--- src/rtl/spq_pkg.sv ---
// Package for the sorted priority queue: sizes, status codes and cell control struct.
package spq_pkg;

	localparam int CAPACITY = 16;
	localparam int CNT_W    = $clog2(CAPACITY + 1);
	localparam int OCC_W    = 5;
	localparam int DATA_W   = 32;
	localparam int PRIO_W   = 16;

	localparam logic KIND_ENQ = 1'b0;
	localparam logic KIND_DEQ = 1'b1;

	localparam logic [1:0] ST_ENQUEUED = 2'd0;
	localparam logic [1:0] ST_FULL     = 2'd1;
	localparam logic [1:0] ST_DEQUEUED = 2'd2;
	localparam logic [1:0] ST_EMPTY    = 2'd3;

	typedef struct packed {
		logic enq;      // accepted enqueue that fits
		logic deq;      // accepted dequeue on a non-empty queue
		logic occ;      // cell holds a live entry
		logic at_tail;  // cell is the first free slot
		logic left_gt;  // left neighbor yields to the new word
	} cell_ctl_t;

endpackage

--- src/rtl/spq_cell.sv ---
// One slot of the sorted chain: holds an entry, shifts, inserts or takes from its neighbor.
module spq_cell import spq_pkg::*; (
	input  logic                     clk,
	input  cell_ctl_t                ctl,
	input  logic signed [DATA_W-1:0] new_data,
	input  logic signed [PRIO_W-1:0] new_prio,
	input  logic signed [DATA_W-1:0] left_data,
	input  logic signed [PRIO_W-1:0] left_prio,
	input  logic signed [DATA_W-1:0] right_data,
	input  logic signed [PRIO_W-1:0] right_prio,
	output logic signed [DATA_W-1:0] data_q,
	output logic signed [PRIO_W-1:0] prio_q,
	output logic                     gt
);

	// new word outranks this entry
	assign gt = ctl.occ && (new_prio > prio_q);

	always_ff @(posedge clk) begin
		if (ctl.enq) begin
			if (ctl.left_gt) begin
				data_q <= left_data;
				prio_q <= left_prio;
			end else if (gt || ctl.at_tail) begin
				data_q <= new_data;
				prio_q <= new_prio;
			end
		end else if (ctl.deq) begin
			data_q <= right_data;
			prio_q <= right_prio;
		end
	end

endmodule

--- src/rtl/sorted_priority_queue_unit.sv ---
// Sorted priority queue top level: chain of slot cells, entry count and output register.
//
//  channel | valid     | stall     | words
//  --------+-----------+-----------+------------------------------------------
//  in      | in_valid  | in_stall  | kind, item_data, item_priority
//  out     | out_valid | out_stall | status, out_data, out_priority, occupancy
//
// One word per cycle while in_stall is low: every cell compares and shifts in the same cycle.
// A result appears in the output register the cycle after its word is accepted.
// in_stall rises only while a result waits with out_stall high.
// Reset empties the queue at once; slot contents stay undefined until written.
module sorted_priority_queue_unit import spq_pkg::*; (
	input  logic                     clk,
	input  logic                     arst_n,
	input  logic                     in_valid,
	output logic                     in_stall,
	input  logic                     kind,
	input  logic signed [DATA_W-1:0] item_data,
	input  logic signed [PRIO_W-1:0] item_priority,
	output logic                     out_valid,
	input  logic                     out_stall,
	output logic [1:0]               status,
	output logic signed [DATA_W-1:0] out_data,
	output logic signed [PRIO_W-1:0] out_priority,
	output logic [OCC_W-1:0]         occupancy
);

	logic [CNT_W-1:0]         count_q;
	logic                     out_valid_q;
	logic [1:0]               status_q;
	logic signed [DATA_W-1:0] out_data_q;
	logic signed [PRIO_W-1:0] out_prio_q;
	logic [OCC_W-1:0]         occ_q;

	logic                     accept;
	logic                     full;
	logic                     empty;
	logic                     do_enq;
	logic                     do_deq;
	logic [CNT_W-1:0]         count_next;

	logic signed [DATA_W-1:0] cell_data [CAPACITY];
	logic signed [PRIO_W-1:0] cell_prio [CAPACITY];
	logic                     cell_gt   [CAPACITY];
	cell_ctl_t                cell_ctl  [CAPACITY];

	assign in_stall = out_valid_q && out_stall;
	assign accept   = in_valid && !in_stall;
	assign full     = (count_q == CNT_W'(CAPACITY));
	assign empty    = (count_q == '0);
	assign do_enq   = accept && (kind == KIND_ENQ) && !full;
	assign do_deq   = accept && (kind == KIND_DEQ) && !empty;

	always_comb begin
		count_next = count_q;
		if (do_enq) begin
			count_next = count_q + CNT_W'(1);
		end else if (do_deq) begin
			count_next = count_q - CNT_W'(1);
		end
	end

	for (genvar i = 0; i < CAPACITY; i++) begin : g_cell
		always_comb begin
			cell_ctl[i].enq     = do_enq;
			cell_ctl[i].deq     = do_deq;
			cell_ctl[i].occ     = (CNT_W'(i) < count_q);
			cell_ctl[i].at_tail = (CNT_W'(i) == count_q);
			cell_ctl[i].left_gt = (i > 0) ? cell_gt[(i > 0) ? i - 1 : 0] : 1'b0;
		end

		spq_cell u_cell (
			.clk        (clk),
			.ctl        (cell_ctl[i]),
			.new_data   (item_data),
			.new_prio   (item_priority),
			.left_data  (cell_data[(i > 0) ? i - 1 : 0]),
			.left_prio  (cell_prio[(i > 0) ? i - 1 : 0]),
			.right_data (cell_data[(i < CAPACITY - 1) ? i + 1 : i]),
			.right_prio (cell_prio[(i < CAPACITY - 1) ? i + 1 : i]),
			.data_q     (cell_data[i]),
			.prio_q     (cell_prio[i]),
			.gt         (cell_gt[i])
		);
	end

	always_ff @(posedge clk or negedge arst_n) begin
		if (!arst_n) begin
			count_q     <= '0;
			out_valid_q <= 1'b0;
		end else begin
			count_q <= count_next;
			if (accept) begin
				out_valid_q <= 1'b1;
			end else if (!out_stall) begin
				out_valid_q <= 1'b0;
			end
		end
	end

	always_ff @(posedge clk) begin
		if (accept) begin
			out_data_q <= do_deq ? cell_data[0] : '0;
			out_prio_q <= do_deq ? cell_prio[0] : '0;
			occ_q      <= OCC_W'(count_next);
			if (kind == KIND_ENQ) begin
				status_q <= full ? ST_FULL : ST_ENQUEUED;
			end else begin
				status_q <= empty ? ST_EMPTY : ST_DEQUEUED;
			end
		end
	end

	assign out_valid    = out_valid_q;
	assign status       = status_q;
	assign out_data     = out_data_q;
	assign out_priority = out_prio_q;
	assign occupancy    = occ_q;

endmodule

--- config.mk ---
export PLATFORM = sky130hd
export DESIGN_NAME = sorted_priority_queue_unit
export DESIGN_NICKNAME = d
export VERILOG_FILES = /design/src/rtl/spq_pkg.sv /design/src/rtl/spq_cell.sv /design/src/rtl/sorted_priority_queue_unit.sv
export SDC_FILE = /design/constraint.sdc
export NUM_CORES = 2
export LEC_CHECK = 0
export BUFFER_PORTS_ARGS = -buffer_cell sky130_fd_sc_hd__buf_2
export CORE_MARGIN = 4
export CORE_UTILIZATION = 30
export DETAILED_ROUTE_END_ITERATION = 10
export PLACE_DENSITY = 0.49
export SLEW_MARGIN = 5
export SYNTH_ARGS = -nofsm -noshare
export SYNTH_HDL_FRONTEND = slang
export SYNTH_SLANG_ARGS = --single-unit
--- constraint.sdc ---
create_clock -name clk -period 16.9 [get_ports clk]
set_input_delay 0.845 -clock clk [delete_from_list [all_inputs] [get_ports clk]]
set_output_delay 0.845 -clock clk [all_outputs]
set_load 0.01 [all_outputs]
**Yosys cells after proc, flatten, opt, wreduce, memory -nomap -nowiden**

Index checks and enable logic that the tools add are counted.

- Add/sub/neg operators: 2
- $mul: 0
- Divide/modulo/power cells: 0
- Order comparisons: 32
- Equality and inequality tests: 32
- Shifts and indexed selects: 0
- Multiplexer cells: 129
- Bitwise logic cells: 1
- Reduce and logical (&&, ||, !) cells: 60

Operators by type and width:

| cell | count |
|---|---|
| $mux W32 | 61 |
| $mux W16 | 61 |
| $gt A16 B16 Y1 | 16 |
| $ne A3 B1 Y1 const B | 14 |
| $eq A4 B5 Y1 const A | 8 |
| $lt A4 B5 Y1 const A | 8 |
| $reduce_and A2 Y1 | 16 |
| $logic_and A1 B1 Y1 | 22 |
| $eq A3 B5 Y1 const A | 4 |
| $lt A3 B5 Y1 const A | 4 |
| $logic_or A1 B1 Y1 | 16 |
| $eq A2 B5 Y1 const A | 2 |
| $lt A1 B5 Y1 const A | 2 |
| $lt A2 B5 Y1 const A | 2 |
| $mux W5 | 2 |
| $add A5 B1 Y5 const B | 1 |
| $eq A1 B5 Y1 const A | 1 |
| $eq A5 B5 Y1 const B | 1 |
| $logic_not A5 Y1 | 1 |
| $sub A5 B1 Y5 const B | 1 |
| $mux W1 | 4 |
| $ne A2 B1 Y1 const B | 2 |
| $reduce_bool A2 Y1 | 2 |
| $logic_not A1 Y1 | 3 |
| other kinds (2) | 2 |

- Flip-flop bits (word level): 829
- Bits in latches: 0
- Memory bits (writable): 0
- ROM bits: 0
- Input bits: 53
- Output and inout port bits: 57
- Logic and storage cells: 294
- Memories kept: 0

**Longest topological paths before layout**

- Word-level depth: 7
- Gate-level depth with buffers: 11
- Mapped depth without buffers: 8

**Hierarchy**

A second synthesis with hierarchy kept.

- Cell total of the unflattened synthesis: 4,507
- Area total of the unflattened synthesis: 48,569.1 um2

By module, submodules not included:

| module | instances | cells each | area an instance (um2) |
|---|---|---|---|
| spq_cell at g_cell[0].u_cell ... | 10 | 269 | 2,850.2 |
| spq_cell at g_cell[4].u_cell ... | 6 | 270 | 2,899.0 |
| sorted_priority_queue_unit | 1 | 197 | 2,672.6 |

**Worst setup path after synthesis**

OpenSTA, ideal clock, no wires.

- Path kind: in2reg
- From: input item_priority[0]
- To: register g_cell[0].u_cell.data_q[0] (enable)
- Arrival: 5,768 ps
- Data required time: 16,380 ps
- Path slack: 10,612 ps
- Cell stages on the path: 9
- Path buffers: 1
- Cell sequence: inv_1 > ha_1 > nand4_1 > nor4_1 > nor3b_1 > a21bo_2 > clkbuf_1 > and3_1 > o21ai_0

- Word-level cells in the longest chain between the ends: 5

RTL lines:

| what | line | RTL |
|---|---|---|
| start: declaration | sorted_priority_queue_unit.sv:19 | `input logic signed [PRIO_W-1:0] item_priority,` |
| $gt A16 B16 Y1 | spq_cell.sv:17 | `assign gt = ctl.occ && (new_prio > prio_q);` |
| $logic_and A1 B1 Y1 | spq_cell.sv:17 |  |
| $logic_or A1 B1 Y1 | spq_cell.sv:24 | `end else if (gt \|\| ctl.at_tail) begin` |
| $ne A2 B1 Y1 (no line) | - |  |
| $reduce_and A2 Y1 (no line) | - |  |
| end signal: assignment | spq_cell.sv:22 | `data_q <= left_data;` |
| end signal: assignment | spq_cell.sv:25 | `data_q <= new_data;` |
| end signal: assignment | spq_cell.sv:29 | `data_q <= right_data;` |
| end: declaration | spq_cell.sv:11 | `output logic signed [DATA_W-1:0] data_q,` |

Every way passes these cells.
A chain may end at the register's enable or synchronous reset.

**Worst setup path after layout**

- From: register count_q[1]
- To: register g_cell[8].u_cell.data_q[18], data pin

- Word-level cells in the longest chain between the ends: 4
- Elaborated cells on any way between the ends: 7
- Those cells by class: order compare (1); eq/ne (1); mux (2); reduce/logical (3)

RTL lines:

| what | line | RTL |
|---|---|---|
| start: declaration | sorted_priority_queue_unit.sv:28 | `logic [CNT_W-1:0] count_q;` |
| start signal: assignment | sorted_priority_queue_unit.sv:92 | `count_q <= count_next;` |
| $lt A3 B5 Y1 or $eq A5 B5 Y1 (tied branches) | sorted_priority_queue_unit.sv:67, sorted_priority_queue_unit.sv:49 |  |
| $logic_and A1 B1 Y1 or $logic_not A1 Y1 (tied branches) | spq_cell.sv:17, sorted_priority_queue_unit.sv:51 |  |
| $mux W32 or $logic_and A1 B1 Y1 (tied branches) | spq_cell.sv:21, sorted_priority_queue_unit.sv:51 |  |
| $mux W32 (*) | spq_cell.sv:20 | `if (ctl.enq) begin` |
| end signal: assignment | spq_cell.sv:22 |  |
| end signal: assignment | spq_cell.sv:25 |  |
| end signal: assignment | spq_cell.sv:29 |  |
| end: declaration | spq_cell.sv:11 |  |

Mark *: on every way between the ends. The rest lies on a longest branch, timed or not.

==> results.ini <==
[status]
outcome = completed

[die]
ioPinCount = 110
fp.dieW_um = 407.9
die_y_um = 407.9
start_util_pct = 30.25
core_area_sq_um = 158600
row_count = 146
dieArea_sq_um = 166400

[cts]
cts_resized = 0
cts_tree = yes
cts_buffers = 99
clk_pin_slew_ns = 0.06
cts-root-buf = clkbuf_16
clock_latency_ns = 0.74
clk_path_buf_depth = 3
h-tree-depth = 3
cts.sinks = 829

[drt]
finalWirelength_mm = 199.9
drtIter0Drc = 5014
routedWlPerCell_um = 30.14
dr.pass1.iters = 5
via_per_inst = 6.241
num_vias = 41385
antenna_left = 0
drc = 0

[worst_setup_path]
crit_slowest_cell = buf_4
critPathKind = register to register
max_stage_delay_ns = 0.89
rrSetupSlack_ns = 10.40
path_common_cell = buf_4
path_buf_inv = 6
critPathRequiredTime_ns = 17.45
endpoint_kind = register
crit_path_start_kind = register
arrival_ns = 7.05
path_cells = inv_1, ha_1, nand3_1, nor3b_4, buf_4, buf_4, buf_4, buf_4, buf_4, nand2_1, o221ai_1
critPathTopFamily = buffers and inverters
cp_max_fo = 97

[power]
finalPower_mw = 8.094
power_density_nw_per_um2 = 150.3
total_leakage_power_nw = 19.09
ir_drop_v = 0.00009378

[logic_synthesis]
synth-seq-cells = 829
syn_area_sq_um = 47970
ys_seq_area_share_pct = 51.83
synthSimpleGateAreaFrac_pct = 14.77
syn_avg_cell_area_sq_um = 10.47
synth_cell_types = 69
synth_enable_flop_cells = 823
synthArstFlopShare_pct = 0.7238
synth_top_family_by_area = compound AO/OA/AOI/OAI gates
synth_adder_area_share_pct = 6.808
syn_inst = 4582
synth_xor_xnor_area_share_pct = 0.09129
syn_nets = 4896
synth_compound_area_share_pct = 19.21
synthMuxAreaShare_pct = 1.148
synth.yosys.warnings = 0
synth-main-ff-cell = edfxtp_1

[global_routing]
top_usage_layer = met2
gr-usage-all-layers_pct = 23.10
grt_overflow = 0
grt_pass1_wl_mm = 289.8
grt_pass1_vias = 40658
gr-usage-met1_pct = 33.09
grt_max_degree = 193
antenna_found_initial = 11
met2_usage_pct = 35.17
grt.met3_usage_pct = 3.685

[sta]
skew_ns = 0.04704
post-route-min-period_ns = 6.501
slew-limit-headroom_pct = 16.24
hold_slack_ns = 0.3452
worstMarginPinSlew_ns = 1.256
setup_ws_ns = 10.40
drv_slew = 0
period_share_pct = 38.47
fin_setup_tns_ns = 0
rsz0062_at_grt = false
finalHoldViolCount = 0
setup_viol = 0
max_freq_mhz = 153.8

[place]
gp_congestion = 0.9160
portBuffers = 109
dp_hpwl_mm = 122.0
place_ws_ns = 10.52

[job]
maxCapViolCount = 0

[layout]
nFillCells = 16063
nets = 4789
drive_gt1_share_pct = 10.60
area_delta_synth_final_pct = 12.22

[hold_path]
hold_path_class = primary input to register

stage by stage:
| stage | instance area, sq um | cells | utilization (%) |
|---|---|---|---|
| final | 53830 | 6631 | 33.95 |
| after floorplan | 47970 | 4582 | - |
| after CTS | 53830 | 6629 | 33.95 |
| after global placement | 50710 | 6445 | 31.98 |
| after detailed placement | 50710 | 6445 | 31.98 |
| after global routing | 53830 | 6629 | 33.95 |
flip-flops by register name (all words and copies together), names as in the netlist:
register and flops:
g_cell.u_cell.data_q 512, occupancy 5, out_data 32, out_valid 1
out_priority 16, count_q 5, status 2, g_cell.u_cell.prio_q 256
area by class of cell:
cell class                      instances  area, sq um  area share, %
Clock inverter                         59        485.5         0.9018
Multi-Input combinational cell       3017        20700          38.45
Antenna cell                            2        5.005       0.009297
Inverter                              307         1152          2.141
Tap cell                             2072         2592          4.816
Sequential cell                       829        24860          46.19
Timing Repair Buffer                  221         1414          2.626
Clock buffer                          124         2623          4.872
power breakdown:
part | internal (mW) | switching (mW) | total, mW | leakage [nW]
logic | 0.670 | 2.31 | 2.98 | 9.72
clock network | 1.18 | 0.961 | 2.14 | 1.51
registers | 2.78 | 0.194 | 2.98 | 7.86
total | 4.63 | 3.46 | 8.09 | 19.1
repair_timing:
| action | 4_1_cts | 5_1_grt |
|---|---|---|
| endpoints found under the hold margin | 6 | 0 |
| buffers inserted | 0 | 0 |
| hold buffers | 1 | 0 |
cells in the mapped netlist (all sizes together), types with 125 or more instances:
cell / number / share of area (%)
inv: 307 / 2.4
ha: 261 / 6.8
nand4: 269 / 3.5
a21oi: 158 / 1.6
nand2: 648 / 5.1
o221ai: 219 / 4.0
a221o: 140 / 2.9
clkbuf: 304 / 2.4
o211ai: 302 / 4.8
nand3: 197 / 2.1
buf: 125 / 1.4
edfxtp: 823 / 52
path summary, 6_finish.rpt:
path | cells after the start | to | from
hold / removal | 2 | out_valid$_DFFE_PN0P_ | in_valid
hold reg to reg | 2 | g_cell[14].u_cell.data_q[15]$_DFFE_PP_ | g_cell[15].u_cell.data_q[15]$_DFFE_PP_
setup reg to reg | 11 | g_cell[8].u_cell.data_q[18]$_DFFE_PP_ | count_q[1]$_DFF_PN0_
setup / recovery | 11 | g_cell[8].u_cell.data_q[18]$_DFFE_PP_ | count_q[1]$_DFF_PN0_
max in group asynchronous | 2 | count_q[4]$_DFF_PN0_ | arst_n
min in group asynchronous | 2 | count_q[0]$_DFF_PN0_ | arst_n
cells by family (layout without fill, tap and decap cells):
group,count (synthesis),count (layout)
mux,49,49
fa+ha+maj,261,261
other cells,0,2
xor+xnor,5,5
flops,829,829
simple gates,1471,1471
buf+inv,736,711
compound gates,1231,1231
layout by cell type, fill, tap and decap left out, types with 48 or more instances in the layout:
cell | Yosys | final
o21ai_0 | 120 | 119
inv_1 | 307 | 306
o221ai_1 | 219 | 219
and2_1 | 95 | 88
buf_2 | 73 | 109
a221o_1 | 140 | 140
ha_1 | 261 | 261
mux2_2 | 48 | 48
edfxtp_1 | 823 | 823
nor2_1 | 115 | 113
nor4_1 | 79 | 79
o211ai_1 | 294 | 294
nand3_1 | 197 | 193
nand2_1 | 648 | 645
a21oi_1 | 158 | 158
clkbuf_16 | 0 | 100
nand4_1 | 269 | 269
buf_4 | 2 | 109
a31oi_1 | 102 | 91
o311ai_0 | 48 | 48
metal layers:
metal,vias to the layer above,wire [um]
li1,17731,-
met1,21131,88540
met2,2115,87460
met3,408,15720
met4,0,8138
met5,-,0
Power figures use the tool's default switching activity.
